File: config.mk
export PLATFORM = sky130hd
export DESIGN_NAME = dust_sensor_pulse_average_convert_flat
export DESIGN_NICKNAME = d
export VERILOG_FILES = /design/src/design/dspac_pkg.sv /design/src/design/dspac_chan_if.sv /design/src/design/dust_sensor_pulse_average_convert.sv /design/src/design/dspac_div.sv /design/src/design/dspac_ctrl.sv /design/src/design/dspac_datapath.sv /design/src/flat_wrapper.sv
export SDC_FILE = /design/constraint.sdc
export NUM_CORES = 2
export LEC_CHECK = 0
export BUFFER_PORTS_ARGS = -buffer_cell sky130_fd_sc_hd__buf_2
export CAP_MARGIN = 40
export CORE_MARGIN = 5
export CORE_UTILIZATION = 50
export DETAILED_ROUTE_END_ITERATION = 10
export PLACE_DENSITY = 0.67
export SYNTH_ARGS = -nofsm -noshare
export SYNTH_HDL_FRONTEND = slang
export SYNTH_SLANG_ARGS = --single-unit
File: constraint.sdc
create_clock -name clk_i -period 8 [get_ports clk_i]
set_input_delay 0.8 -clock clk_i [delete_from_list [all_inputs] [get_ports clk_i]]
set_output_delay 0.8 -clock clk_i [all_outputs]
set_load 0.02 [all_outputs]
File: src/design/dspac_pkg.sv
package dspac_pkg;

  localparam int unsigned TICK_W     = 16;
  localparam int unsigned CNT_IN_W   = 16;
  localparam int unsigned ADC_IN_W   = 12;
  localparam int unsigned GAIN_W     = 22;
  localparam int unsigned MEAN_OUT_W = 12;
  localparam int unsigned MV_W       = 13;
  localparam int unsigned DUST_W     = 10;
  localparam int unsigned Q_SHIFT    = 16;
  localparam int unsigned DUST_NUM_W = 22;
  localparam int unsigned CFG_IDX_W  = 2;
  localparam int unsigned CFG_DATA_W = 22;

  localparam logic [CFG_IDX_W-1:0] CFG_LED_DELAY = 2'd0;
  localparam logic [CFG_IDX_W-1:0] CFG_PERIOD    = 2'd1;
  localparam logic [CFG_IDX_W-1:0] CFG_GAIN      = 2'd2;

  localparam logic [TICK_W-1:0] LED_DELAY_RST = 16'd28;
  localparam logic [TICK_W-1:0] PERIOD_RST    = 16'd1000;
  localparam logic [GAIN_W-1:0] GAIN_RST      = 22'd52800;

  localparam logic [MV_W-1:0] MV_MAX     = 13'd8191;
  localparam logic [MV_W-1:0] MIN_MV_RST = 13'd1000;
  localparam logic [MV_W-1:0] MAX_MV_RST = 13'd2500;
  localparam logic [MV_W-1:0] V1_OFS     = 13'd50;
  localparam logic [MV_W-1:0] V2_OFS     = 13'd200;

  localparam logic [DUST_W-1:0] DUST_MID    = 10'd500;
  localparam logic [DUST_W-1:0] DUST_MAX    = 10'd800;
  localparam logic [DUST_W-1:0] DUST_UP_MUL = 10'd3;

  typedef struct packed {
    logic                req_type;
    logic [CNT_IN_W-1:0] sample_count;
    logic [ADC_IN_W-1:0] adc_raw;
  } dspac_in_t;

  typedef struct packed {
    logic                  led_on;
    logic                  busy_res;
    logic                  done_res;
    logic [MEAN_OUT_W-1:0] mean_raw;
    logic [MV_W-1:0]       volt_mv;
    logic [DUST_W-1:0]     dust_level;
    logic [MV_W-1:0]       min_mv;
    logic [MV_W-1:0]       max_mv;
  } dspac_out_t;

  typedef struct packed {
    logic [CFG_IDX_W-1:0]  index;
    logic [CFG_DATA_W-1:0] wdata;
  } dspac_cfg_t;

  typedef struct packed {
    logic accept;
    logic div_start;
    logic div_sel_dust;
    logic latch_mean;
    logic scale;
    logic sat;
    logic latch_dust;
    logic emit;
  } dspac_cmd_t;

  typedef struct packed {
    logic finish;
    logic out_free;
    logic div_done;
  } dspac_sts_t;

endpackage

File: src/design/dspac_chan_if.sv
interface dspac_chan_if #(
  parameter type T = logic
);
  logic valid;
  logic ready;
  T     data;

  modport source (output valid, output data, input ready);
  modport sink (input valid, input data, output ready);
endinterface

File: src/design/dust_sensor_pulse_average_convert.sv
// a tick or start transfer shows its result in the cycle after it, from the output register
// the transfer that ends a burst runs the mean division, scale, saturation, the dust-slope
// division and emit, using two passes of the shared radix-2 divider (mean, then dust slope)
// throughput: one transfer per cycle while the result register drains, none during a burst end
// reset: asynchronous, restores register defaults, idle phase and min/max of 1000/2500 mV
module dust_sensor_pulse_average_convert
  import dspac_pkg::*;
#(
  parameter int unsigned ADC_BITS   = 12,
  parameter int unsigned COUNT_BITS = 16
) (
  input  logic         clk_i,
  input  logic         rst_ni,
  dspac_chan_if.sink   in_i,
  dspac_chan_if.source out_o,
  dspac_chan_if.sink   cfg_i
);

  dspac_cmd_t cmd;
  dspac_sts_t sts;

  dspac_ctrl u_ctrl (
    .clk_i      (clk_i),
    .rst_ni     (rst_ni),
    .in_valid_i (in_i.valid),
    .in_ready_o (in_i.ready),
    .sts_i      (sts),
    .cmd_o      (cmd)
  );

  dspac_datapath #(
    .ADC_BITS   (ADC_BITS),
    .COUNT_BITS (COUNT_BITS)
  ) u_datapath (
    .clk_i       (clk_i),
    .rst_ni      (rst_ni),
    .cmd_i       (cmd),
    .sts_o       (sts),
    .in_data_i   (in_i.data),
    .cfg_valid_i (cfg_i.valid),
    .cfg_data_i  (cfg_i.data),
    .cfg_ready_o (cfg_i.ready),
    .out_valid_o (out_o.valid),
    .out_ready_i (out_o.ready),
    .out_data_o  (out_o.data)
  );

endmodule

File: src/design/dspac_div.sv
module dspac_div #(
  parameter int unsigned N_W = 28,
  parameter int unsigned D_W = 16
) (
  input  logic           clk_i,
  input  logic           rst_ni,
  input  logic           start_i,
  input  logic [N_W-1:0] dividend_i,
  input  logic [D_W-1:0] divisor_i,
  output logic           done_o,
  output logic [N_W-1:0] quotient_o
);

  localparam int unsigned CntW = $clog2(N_W);
  localparam logic [CntW-1:0] CntLast = CntW'(N_W - 1);

  logic [N_W-1:0]  quo_q;
  logic [D_W-1:0]  rem_q;
  logic [D_W-1:0]  div_q;
  logic [CntW-1:0] cnt_q;
  logic            busy_q;
  logic            done_q;
  logic [D_W:0]    rem_sh;
  logic [D_W:0]    diff;
  logic            fits;

  assign rem_sh = {rem_q, quo_q[N_W-1]};
  assign diff   = rem_sh - {1'b0, div_q};
  assign fits   = rem_sh >= {1'b0, div_q};

  always_ff @(posedge clk_i or negedge rst_ni) begin
    if (!rst_ni) begin
      busy_q <= 1'b0;
      done_q <= 1'b0;
      cnt_q  <= '0;
    end else begin
      done_q <= 1'b0;
      if (start_i) begin
        busy_q <= 1'b1;
        cnt_q  <= '0;
      end else if (busy_q) begin
        cnt_q <= cnt_q + CntW'(1);
        if (cnt_q == CntLast) begin
          busy_q <= 1'b0;
          done_q <= 1'b1;
        end
      end
    end
  end

  always_ff @(posedge clk_i) begin
    if (start_i) begin
      quo_q <= dividend_i;
      rem_q <= '0;
      div_q <= divisor_i;
    end else if (busy_q) begin
      if (fits) begin
        rem_q <= diff[D_W-1:0];
        quo_q <= {quo_q[N_W-2:0], 1'b1};
      end else begin
        rem_q <= rem_sh[D_W-1:0];
        quo_q <= {quo_q[N_W-2:0], 1'b0};
      end
    end
  end

  assign done_o     = done_q;
  assign quotient_o = quo_q;

endmodule

File: src/design/dspac_ctrl.sv
module dspac_ctrl
  import dspac_pkg::*;
(
  input  logic       clk_i,
  input  logic       rst_ni,
  input  logic       in_valid_i,
  output logic       in_ready_o,
  input  dspac_sts_t sts_i,
  output dspac_cmd_t cmd_o
);

  typedef enum logic [7:0] {
    C_IDLE       = 8'b0000_0001,
    C_MEAN_START = 8'b0000_0010,
    C_MEAN_WAIT  = 8'b0000_0100,
    C_SCALE      = 8'b0000_1000,
    C_SAT        = 8'b0001_0000,
    C_DUST_START = 8'b0010_0000,
    C_DUST_WAIT  = 8'b0100_0000,
    C_EMIT       = 8'b1000_0000
  } ctrl_state_e;

  ctrl_state_e state_q, state_d;

  assign in_ready_o = (state_q == C_IDLE) && sts_i.out_free;

  always_comb begin
    state_d = state_q;
    cmd_o   = '0;
    case (state_q)
      C_IDLE: begin
        cmd_o.accept = in_valid_i && in_ready_o;
        if (cmd_o.accept && sts_i.finish) begin
          state_d = C_MEAN_START;
        end
      end
      C_MEAN_START: begin
        cmd_o.div_start = 1'b1;
        state_d         = C_MEAN_WAIT;
      end
      C_MEAN_WAIT: begin
        if (sts_i.div_done) begin
          cmd_o.latch_mean = 1'b1;
          state_d          = C_SCALE;
        end
      end
      C_SCALE: begin
        cmd_o.scale = 1'b1;
        state_d     = C_SAT;
      end
      C_SAT: begin
        cmd_o.sat = 1'b1;
        state_d   = C_DUST_START;
      end
      C_DUST_START: begin
        cmd_o.div_start    = 1'b1;
        cmd_o.div_sel_dust = 1'b1;
        state_d            = C_DUST_WAIT;
      end
      C_DUST_WAIT: begin
        if (sts_i.div_done) begin
          cmd_o.latch_dust = 1'b1;
          state_d          = C_EMIT;
        end
      end
      C_EMIT: begin
        cmd_o.emit = 1'b1;
        state_d    = C_IDLE;
      end
      default: begin
        state_d = C_IDLE;
      end
    endcase
  end

  always_ff @(posedge clk_i or negedge rst_ni) begin
    if (!rst_ni) begin
      state_q <= C_IDLE;
    end else begin
      state_q <= state_d;
    end
  end

  a_finish_starts_mean: assert property (@(posedge clk_i) disable iff (!rst_ni)
    cmd_o.accept && sts_i.finish |=> state_q == C_MEAN_START)
    else $error("burst end did not start the mean division");

  a_emit_returns_idle: assert property (@(posedge clk_i) disable iff (!rst_ni)
    state_q == C_EMIT |=> state_q == C_IDLE && !in_ready_o || state_q == C_IDLE)
    else $error("emit did not return to idle");

  a_no_ready_while_working: assert property (@(posedge clk_i) disable iff (!rst_ni)
    cmd_o.div_start |-> !in_ready_o)
    else $error("input ready while the divider is being started");

endmodule

File: src/design/dspac_datapath.sv
module dspac_datapath
  import dspac_pkg::*;
#(
  parameter int unsigned ADC_BITS   = 12,
  parameter int unsigned COUNT_BITS = 16
) (
  input  logic       clk_i,
  input  logic       rst_ni,
  input  dspac_cmd_t cmd_i,
  output dspac_sts_t sts_o,
  input  dspac_in_t  in_data_i,
  input  logic       cfg_valid_i,
  input  dspac_cfg_t cfg_data_i,
  output logic       cfg_ready_o,
  output logic       out_valid_o,
  input  logic       out_ready_i,
  output dspac_out_t out_data_o
);

  localparam int unsigned SumW    = ADC_BITS + COUNT_BITS;
  localparam int unsigned NumW    = (SumW > DUST_NUM_W) ? SumW : DUST_NUM_W;
  localparam int unsigned DenW    = (COUNT_BITS > MV_W) ? COUNT_BITS : MV_W;
  localparam int unsigned PrW     = ADC_BITS + GAIN_W;
  localparam int unsigned MvFullW = PrW - Q_SHIFT;
  localparam int unsigned V1W     = MV_W + 1;

  typedef enum logic [2:0] {
    PH_IDLE = 3'b001,
    PH_ON   = 3'b010,
    PH_OFF  = 3'b100
  } phase_e;

  logic [TICK_W-1:0] led_delay_q;
  logic [TICK_W-1:0] period_q;
  logic [GAIN_W-1:0] gain_q;

  phase_e            phase_q, phase_d;
  logic              led_q, led_d;
  logic [TICK_W-1:0] tick_q, tick_d;
  logic [COUNT_BITS-1:0] left_q, left_d;
  logic [COUNT_BITS-1:0] total_q, total_d;
  logic [SumW-1:0]   raw_q, raw_d;

  logic [MV_W-1:0]     lowest_q;
  logic [MV_W-1:0]     highest_q;
  logic [ADC_BITS-1:0] last_mean_q;
  logic [MV_W-1:0]     last_volt_q;
  logic [DUST_W-1:0]   last_dust_q;
  logic [PrW-1:0]      prod_q;
  logic [DUST_W-1:0]   dust_fixed_q, dust_fixed;
  logic                use_div_q, use_div;

  logic                out_valid_q;
  dspac_out_t          out_q;

  logic [TICK_W-1:0]     on_ticks;
  logic [TICK_W-1:0]     off_ticks;
  logic [ADC_BITS-1:0]   adc_m;
  logic [COUNT_BITS-1:0] cnt_m;
  logic                  finish;

  logic [MvFullW-1:0]    mv_full;
  logic [MV_W-1:0]       volt_sat;

  logic [V1W-1:0]        v1_ext;
  logic [MV_W-1:0]       v2;
  logic [MV_W-1:0]       lower_diff;
  logic [MV_W-1:0]       upper_diff;
  logic [DUST_W-1:0]     up_scaled;
  logic [DUST_NUM_W-1:0] dust_num;
  logic [MV_W-1:0]       dust_den;

  logic [NumW-1:0]       div_dividend;
  logic [DenW-1:0]       div_divisor;
  logic [NumW-1:0]       div_quo;
  logic                  div_done;

  assign cfg_ready_o = 1'b1;

  always_ff @(posedge clk_i or negedge rst_ni) begin
    if (!rst_ni) begin
      led_delay_q <= LED_DELAY_RST;
      period_q    <= PERIOD_RST;
      gain_q      <= GAIN_RST;
    end else if (cfg_valid_i) begin
      case (cfg_data_i.index)
        CFG_LED_DELAY: led_delay_q <= cfg_data_i.wdata[TICK_W-1:0];
        CFG_PERIOD:    period_q    <= cfg_data_i.wdata[TICK_W-1:0];
        CFG_GAIN:      gain_q      <= cfg_data_i.wdata[GAIN_W-1:0];
        default: ;
      endcase
    end
  end

  // burst sequencing on each input transfer
  assign on_ticks  = (led_delay_q == '0) ? TICK_W'(1) : led_delay_q;
  assign off_ticks = (period_q > led_delay_q) ? period_q - led_delay_q : TICK_W'(1);
  assign adc_m     = ADC_BITS'(in_data_i.adc_raw);
  assign cnt_m     = COUNT_BITS'(in_data_i.sample_count);
  assign finish    = !in_data_i.req_type && (phase_q == PH_ON) &&
                     (tick_q == TICK_W'(1)) && (left_q == COUNT_BITS'(1));

  always_comb begin
    phase_d = phase_q;
    led_d   = led_q;
    tick_d  = tick_q;
    left_d  = left_q;
    total_d = total_q;
    raw_d   = raw_q;
    if (in_data_i.req_type) begin
      if (cnt_m != '0) begin
        raw_d   = '0;
        total_d = cnt_m;
        left_d  = cnt_m;
        led_d   = 1'b1;
        tick_d  = on_ticks;
        phase_d = PH_ON;
      end
    end else begin
      case (phase_q)
        PH_ON: begin
          tick_d = tick_q - TICK_W'(1);
          if (tick_d == '0) begin
            raw_d  = raw_q + SumW'(adc_m);
            led_d  = 1'b0;
            left_d = left_q - COUNT_BITS'(1);
            if (left_d != '0) begin
              phase_d = PH_OFF;
              tick_d  = off_ticks;
            end else begin
              phase_d = PH_IDLE;
            end
          end
        end
        PH_OFF: begin
          tick_d = tick_q - TICK_W'(1);
          if (tick_d == '0) begin
            led_d   = 1'b1;
            tick_d  = on_ticks;
            phase_d = PH_ON;
          end
        end
        default: ;
      endcase
    end
  end

  always_ff @(posedge clk_i or negedge rst_ni) begin
    if (!rst_ni) begin
      phase_q <= PH_IDLE;
      led_q   <= 1'b0;
      tick_q  <= '0;
      left_q  <= '0;
      total_q <= '0;
      raw_q   <= '0;
    end else if (cmd_i.accept) begin
      phase_q <= phase_d;
      led_q   <= led_d;
      tick_q  <= tick_d;
      left_q  <= left_d;
      total_q <= total_d;
      raw_q   <= raw_d;
    end
  end

  // end of burst: mean, scale, min/max, dust map
  assign mv_full  = prod_q[PrW-1:Q_SHIFT];
  assign volt_sat = (mv_full > MvFullW'(MV_MAX)) ? MV_MAX : MV_W'(mv_full);

  assign v1_ext     = {1'b0, lowest_q} + V1W'(V1_OFS);
  assign v2         = highest_q - V2_OFS;
  assign lower_diff = last_volt_q - v1_ext[MV_W-1:0];
  assign upper_diff = last_volt_q - v2;
  assign up_scaled  = DUST_W'(upper_diff) * DUST_UP_MUL;
  assign dust_num   = DUST_NUM_W'(lower_diff) * DUST_NUM_W'(DUST_MID);
  assign dust_den   = v2 - v1_ext[MV_W-1:0];

  always_comb begin
    use_div    = 1'b0;
    dust_fixed = '0;
    if ({1'b0, last_volt_q} < v1_ext) begin
      dust_fixed = '0;
    end else if (last_volt_q < v2) begin
      use_div = 1'b1;
    end else if (last_volt_q < highest_q) begin
      dust_fixed = DUST_MID + (up_scaled >> 1);
    end else begin
      dust_fixed = DUST_MAX;
    end
  end

  assign div_dividend = cmd_i.div_sel_dust ? NumW'(dust_num) : NumW'(raw_q);
  assign div_divisor  = cmd_i.div_sel_dust ? DenW'(dust_den) : DenW'(total_q);

  dspac_div #(
    .N_W (NumW),
    .D_W (DenW)
  ) u_div (
    .clk_i      (clk_i),
    .rst_ni     (rst_ni),
    .start_i    (cmd_i.div_start),
    .dividend_i (div_dividend),
    .divisor_i  (div_divisor),
    .done_o     (div_done),
    .quotient_o (div_quo)
  );

  always_ff @(posedge clk_i or negedge rst_ni) begin
    if (!rst_ni) begin
      lowest_q    <= MIN_MV_RST;
      highest_q   <= MAX_MV_RST;
      last_mean_q <= '0;
      last_volt_q <= '0;
      last_dust_q <= '0;
    end else begin
      if (cmd_i.latch_mean) begin
        last_mean_q <= ADC_BITS'(div_quo);
      end
      if (cmd_i.sat) begin
        last_volt_q <= volt_sat;
        if (volt_sat < lowest_q) begin
          lowest_q <= volt_sat;
        end
        if (volt_sat > highest_q) begin
          highest_q <= volt_sat;
        end
      end
      if (cmd_i.latch_dust) begin
        last_dust_q <= use_div_q ? DUST_W'(div_quo) : dust_fixed_q;
      end
    end
  end

  always_ff @(posedge clk_i) begin
    if (cmd_i.scale) begin
      prod_q <= PrW'(last_mean_q) * PrW'(gain_q);
    end
    if (cmd_i.div_start && cmd_i.div_sel_dust) begin
      use_div_q    <= use_div;
      dust_fixed_q <= dust_fixed;
    end
  end

  // output register
  always_ff @(posedge clk_i or negedge rst_ni) begin
    if (!rst_ni) begin
      out_valid_q <= 1'b0;
    end else if ((cmd_i.accept && !finish) || cmd_i.emit) begin
      out_valid_q <= 1'b1;
    end else if (out_ready_i) begin
      out_valid_q <= 1'b0;
    end
  end

  always_ff @(posedge clk_i) begin
    if (cmd_i.accept && !finish) begin
      out_q.led_on     <= led_d;
      out_q.busy_res   <= phase_d != PH_IDLE;
      out_q.done_res   <= 1'b0;
      out_q.mean_raw   <= MEAN_OUT_W'(last_mean_q);
      out_q.volt_mv    <= last_volt_q;
      out_q.dust_level <= last_dust_q;
      out_q.min_mv     <= lowest_q;
      out_q.max_mv     <= highest_q;
    end else if (cmd_i.emit) begin
      out_q.led_on     <= led_q;
      out_q.busy_res   <= phase_q != PH_IDLE;
      out_q.done_res   <= 1'b1;
      out_q.mean_raw   <= MEAN_OUT_W'(last_mean_q);
      out_q.volt_mv    <= last_volt_q;
      out_q.dust_level <= last_dust_q;
      out_q.min_mv     <= lowest_q;
      out_q.max_mv     <= highest_q;
    end
  end

  assign out_valid_o    = out_valid_q;
  assign out_data_o     = out_q;
  assign sts_o.finish   = finish;
  assign sts_o.out_free = !out_valid_q || out_ready_i;
  assign sts_o.div_done = div_done;

  a_min_bounded: assert property (@(posedge clk_i) disable iff (!rst_ni)
    lowest_q <= MIN_MV_RST && highest_q >= MAX_MV_RST)
    else $error("running min or max left its reset bound");

  a_led_off_when_idle: assert property (@(posedge clk_i) disable iff (!rst_ni)
    phase_q == PH_IDLE |-> !led_q)
    else $error("led on outside a burst");

  a_done_not_busy: assert property (@(posedge clk_i) disable iff (!rst_ni)
    cmd_i.emit |=> out_valid_q && out_q.done_res && !out_q.busy_res)
    else $error("burst end result not flagged correctly");

endmodule

File: src/flat_wrapper.sv
// flat-port wrapper written by rule: the top's interface ports become plain ports
module dust_sensor_pulse_average_convert_flat import dspac_pkg::*;
#(
  parameter int unsigned ADC_BITS   = 12,
  parameter int unsigned COUNT_BITS = 16
)
  (clk_i, rst_ni, in_i_valid, in_i_data, in_i_ready, out_o_valid, out_o_data, out_o_ready, cfg_i_valid, cfg_i_data, cfg_i_ready);
  dspac_chan_if #(.T(dspac_in_t)) in_i_i ();
  dspac_chan_if #(.T(dspac_out_t)) out_o_i ();
  dspac_chan_if #(.T(dspac_cfg_t)) cfg_i_i ();
  input  logic clk_i;
  input  logic rst_ni;
  input wire logic [$bits(in_i_i.valid)-1:0] in_i_valid;
  input wire logic [$bits(in_i_i.data)-1:0] in_i_data;
  output wire logic [$bits(in_i_i.ready)-1:0] in_i_ready;
  output wire logic [$bits(out_o_i.valid)-1:0] out_o_valid;
  output wire logic [$bits(out_o_i.data)-1:0] out_o_data;
  input wire logic [$bits(out_o_i.ready)-1:0] out_o_ready;
  input wire logic [$bits(cfg_i_i.valid)-1:0] cfg_i_valid;
  input wire logic [$bits(cfg_i_i.data)-1:0] cfg_i_data;
  output wire logic [$bits(cfg_i_i.ready)-1:0] cfg_i_ready;
  assign in_i_i.valid = in_i_valid;
  assign in_i_i.data = in_i_data;
  assign in_i_ready = in_i_i.ready;
  assign out_o_valid = out_o_i.valid;
  assign out_o_data = out_o_i.data;
  assign out_o_i.ready = out_o_ready;
  assign cfg_i_i.valid = cfg_i_valid;
  assign cfg_i_i.data = cfg_i_data;
  assign cfg_i_ready = cfg_i_i.ready;
  dust_sensor_pulse_average_convert #(.ADC_BITS(ADC_BITS), .COUNT_BITS(COUNT_BITS)) u_core (.clk_i(clk_i), .rst_ni(rst_ni), .in_i(in_i_i), .out_o(out_o_i), .cfg_i(cfg_i_i));
endmodule
==> results.json <==
{
  "status": "finished clean",
  "clockRootBuffer": "clkbuf_16",
  "postLayoutCellArea_sq_um": 33700,
  "initial_core_util": 0.507,
  "drv_slew": 0,
  "synth_cells": 3264,
  "postCtsSetupRepairBufs": 0,
  "power.density_nw_per_um2": 158,
  "cp_max_fo": 24,
  "start_kind": "register",
  "grt_pass1_vias": 24300,
  "h-tree-depth": 2,
  "synth_seq_cells": 364,
  "async_reset_ff_frac": 0.580,
  "avgSynthCellArea_sq_um": 9.41,
  "rsz0062_at_grt": "false",
  "fin_skew_ps": 38.6,
  "yosysTopAreaCellShare": 0.159,
  "synth_most_common_cell": "nand2_1",
  "ant_nets": 0,
  "yosysTopAreaCell": "fa_1",
  "ys_seq_area_frac": 0.317,
  "p_comb_frac": 0.163,
  "p_seq_frac": 0.441,
  "numCtsBuffers": 44,
  "pin_count": 125,
  "area_delta_synth_final_pct": 9.78,
  "cts_tree": "done",
  "tightest_slew_ps": 936,
  "fin_util": 0.557,
  "yosys_most_used_dff": "dfrtp_1",
  "die_w_um": 258,
  "grt_pass1_wl_mm": 133,
  "p_leak_nw": 15.7,
  "slew_headroom": 0.374,
  "drtIter0Drc": 1611,
  "dpl.cell_count": 4086,
  "setup-violations-final": 0,
  "antenna_found_initial": 1,
  "pwr-share-clk": 0.397,
  "grt_max_degree": 93,
  "mappedNetlistNets": 3807,
  "routedWlPerCell_um": 19.9,
  "dp_hpwl_mm": 63.6,
  "synth_area_sq_um": 30700,
  "period_share": 0.876,
  "die_area_sq_um": 66500,
  "worst_setup_path_end_kind": "register",
  "synth_commonest_cells": "nand2_1, inv_1, fa_1, ha_1, dfrtp_1",
  "synth-edff-count": 136,
  "die_y_um": 258,
  "maxCapViolCount": 0,
  "hold_viol": 0,
  "drc": 0,
  "synthTopCellsByArea": "fa_1, dfrtp_1, edfxtp_1",
  "numClockSinks": 364,
  "fin_nets": 3894,
  "ys_warn_count": 0,
  "num_rows": 90,
  "overflow": 0,
  "grtUsageTotal": 0.248,
  "p_total_mw": 5.32,
  "required_ps": 8310,
  "instances_no_fill": 4170,
  "cts_resized": 0,
  "tns_ps": 0,
  "layout_setup_ws_ps": 991,
  "p_int_mw": 3.68,
  "first_pass_iters": 6,
  "drt-total-wl_mm": 82.8,
  "hold_slack_ps": 203,
  "peakVddDrop_mv": 0.154,
  "min_period_ps": 7010,
  "port_buffers": 123,
  "clock_path_buffers": 3,
  "gp_congestion": 0.921,
  "post-place-ws_ps": 1000,
  "via_count": 23900,
  "switching_share": 0.308,
  "holdCritPathClass": "input port to asynchronous set/reset pin",
  "p_switching_mw": 1.64,
  "clk_pin_slew_worst_paths_ps": 70,
  "max_clock_freq_ghz": 0.143,
  "crit_arrival_ps": 7320,
  "drive_above_1_share": 0.0980,
  "clkLatencyLatePin_ps": 600,
  "critPathKind": "register to register",
  "viasPerCell": 5.74,
  "placed_cell_area_sq_um": 32200,
  "coreArea_sq_um": 60600,
  "synth_cell_types": 86,
  "ctsHoldBuffers": 0
}
[final cells by class]
class	instances	area [sq um]
Antenna cell	1	2.50
Clock buffer	57	1210
Clock inverter	25	295
Fill cell	5362	26900
Inverter	380	1430
Multi-Input combinational cell	2399	19100
Sequential cell	364	9740
Tap cell	782	978
Timing Repair Buffer	162	953
[worst paths after layout]
kind                            slack [ps]                                 to  cells after the start                               from
max in group asynchronous             6530        u_core.u_datapath.raw_q[13]                      2                             rst_ni
worst max register to register         990       u_core.u_datapath.prod_q[28]                     17   u_core.u_datapath.last_mean_q[6]
worst min register to register         470  u_core.u_datapath.u_div.rem_q[15]                      2  u_core.u_datapath.u_div.rem_q[15]
min in group clk_i                     430       u_core.u_datapath.gain_q[19]                      2                     cfg_i_data[19]
worst min-delay path                   200       u_core.u_datapath.gain_q[18]                      1                             rst_ni
worst max-delay path                   990       u_core.u_datapath.prod_q[28]                     17   u_core.u_datapath.last_mean_q[6]
[worst max-delay path: stages, from the launching register on]
cell	delay [ps]
dfrtp_1	920
and2_1	260
fa_1	440
fa_1	480
fa_1	520
fa_1	530
fa_1	510
ha_1	340
a21o_1	200
a21o_1	200
or4_1	410
o31ai_1	300
buf_4	190
o21ai_0	180
a41o_1	340
o41a_1	390
a2111oi_0	430
a211oi_1	110
[layer usage]
metal	GRT usage	routed length, um
met1	0.337	35700
met2	0.407	39000
met3	0.0471	5190
met4	0.0801	2930
met5	0	0
[cells by family (layout without fill, tap and decap cells)]
logic type | count (synthesis) | after routing | synth area share
xor+xnor | 143 | 143 | 0.0412
buf+inv | 501 | 624 | 0.0617
fa+ha+maj | 490 | 490 | 0.259
compound gates | 551 | 551 | 0.115
simple gates | 1134 | 1134 | 0.178
mux | 80 | 80 | 0.0277
other cells | 1 | 2 | 0.000122
flops | 364 | 364 | 0.317
[cells in the final DEF, fill, tap and decap left out, drive strengths merged, types with 20 or more instances in the layout]
cell type / Yosys / final
xnor2: 92 / 92
dfrtp: 183 / 183
or4: 20 / 20
o211ai: 28 / 28
a21oi: 136 / 136
a31oi: 24 / 24
mux2i: 40 / 40
xor2: 50 / 50
and2: 147 / 147
or3: 26 / 26
inv: 379 / 383
nand2b: 21 / 21
buf: 10 / 162
fa: 244 / 244
a21o: 40 / 40
o21a: 22 / 22
nand3: 47 / 47
ha: 241 / 241
nor4: 23 / 23
dfstp: 28 / 28
nor3: 70 / 70
nor2: 168 / 168
o21ai: 146 / 146
nor2b: 27 / 27
nand2: 487 / 487
nand4: 25 / 25
clkbuf: 111 / 57
mux2: 40 / 40
edfxtp: 136 / 136
[power groups by stage]
stage / clock network [mW] / registers (mW) / logic (mW)
3_3_place_gp: 0 / 2.37 / 0.831
3_5_place_dp: 0 / 2.37 / 0.856
6_report: 2.11 / 2.35 / 0.865
4_1_cts: 2.16 / 2.34 / 0.861
2_1_floorplan: 0 / 2.25 / 0.652
5_1_grt: 2.24 / 2.37 / 0.955
[state kept, by name (all words and copies together), names as in the netlist, 18 cells and up]
register	flops
u_core.u_datapath.gain_q	22
u_core.u_datapath.out_data_o	64
u_core.u_datapath.prod_q	18
u_core.u_datapath.raw_q	28
u_core.u_datapath.u_div.quotient_o	28
No activity file was read; power rests on OpenSTA's default activity.
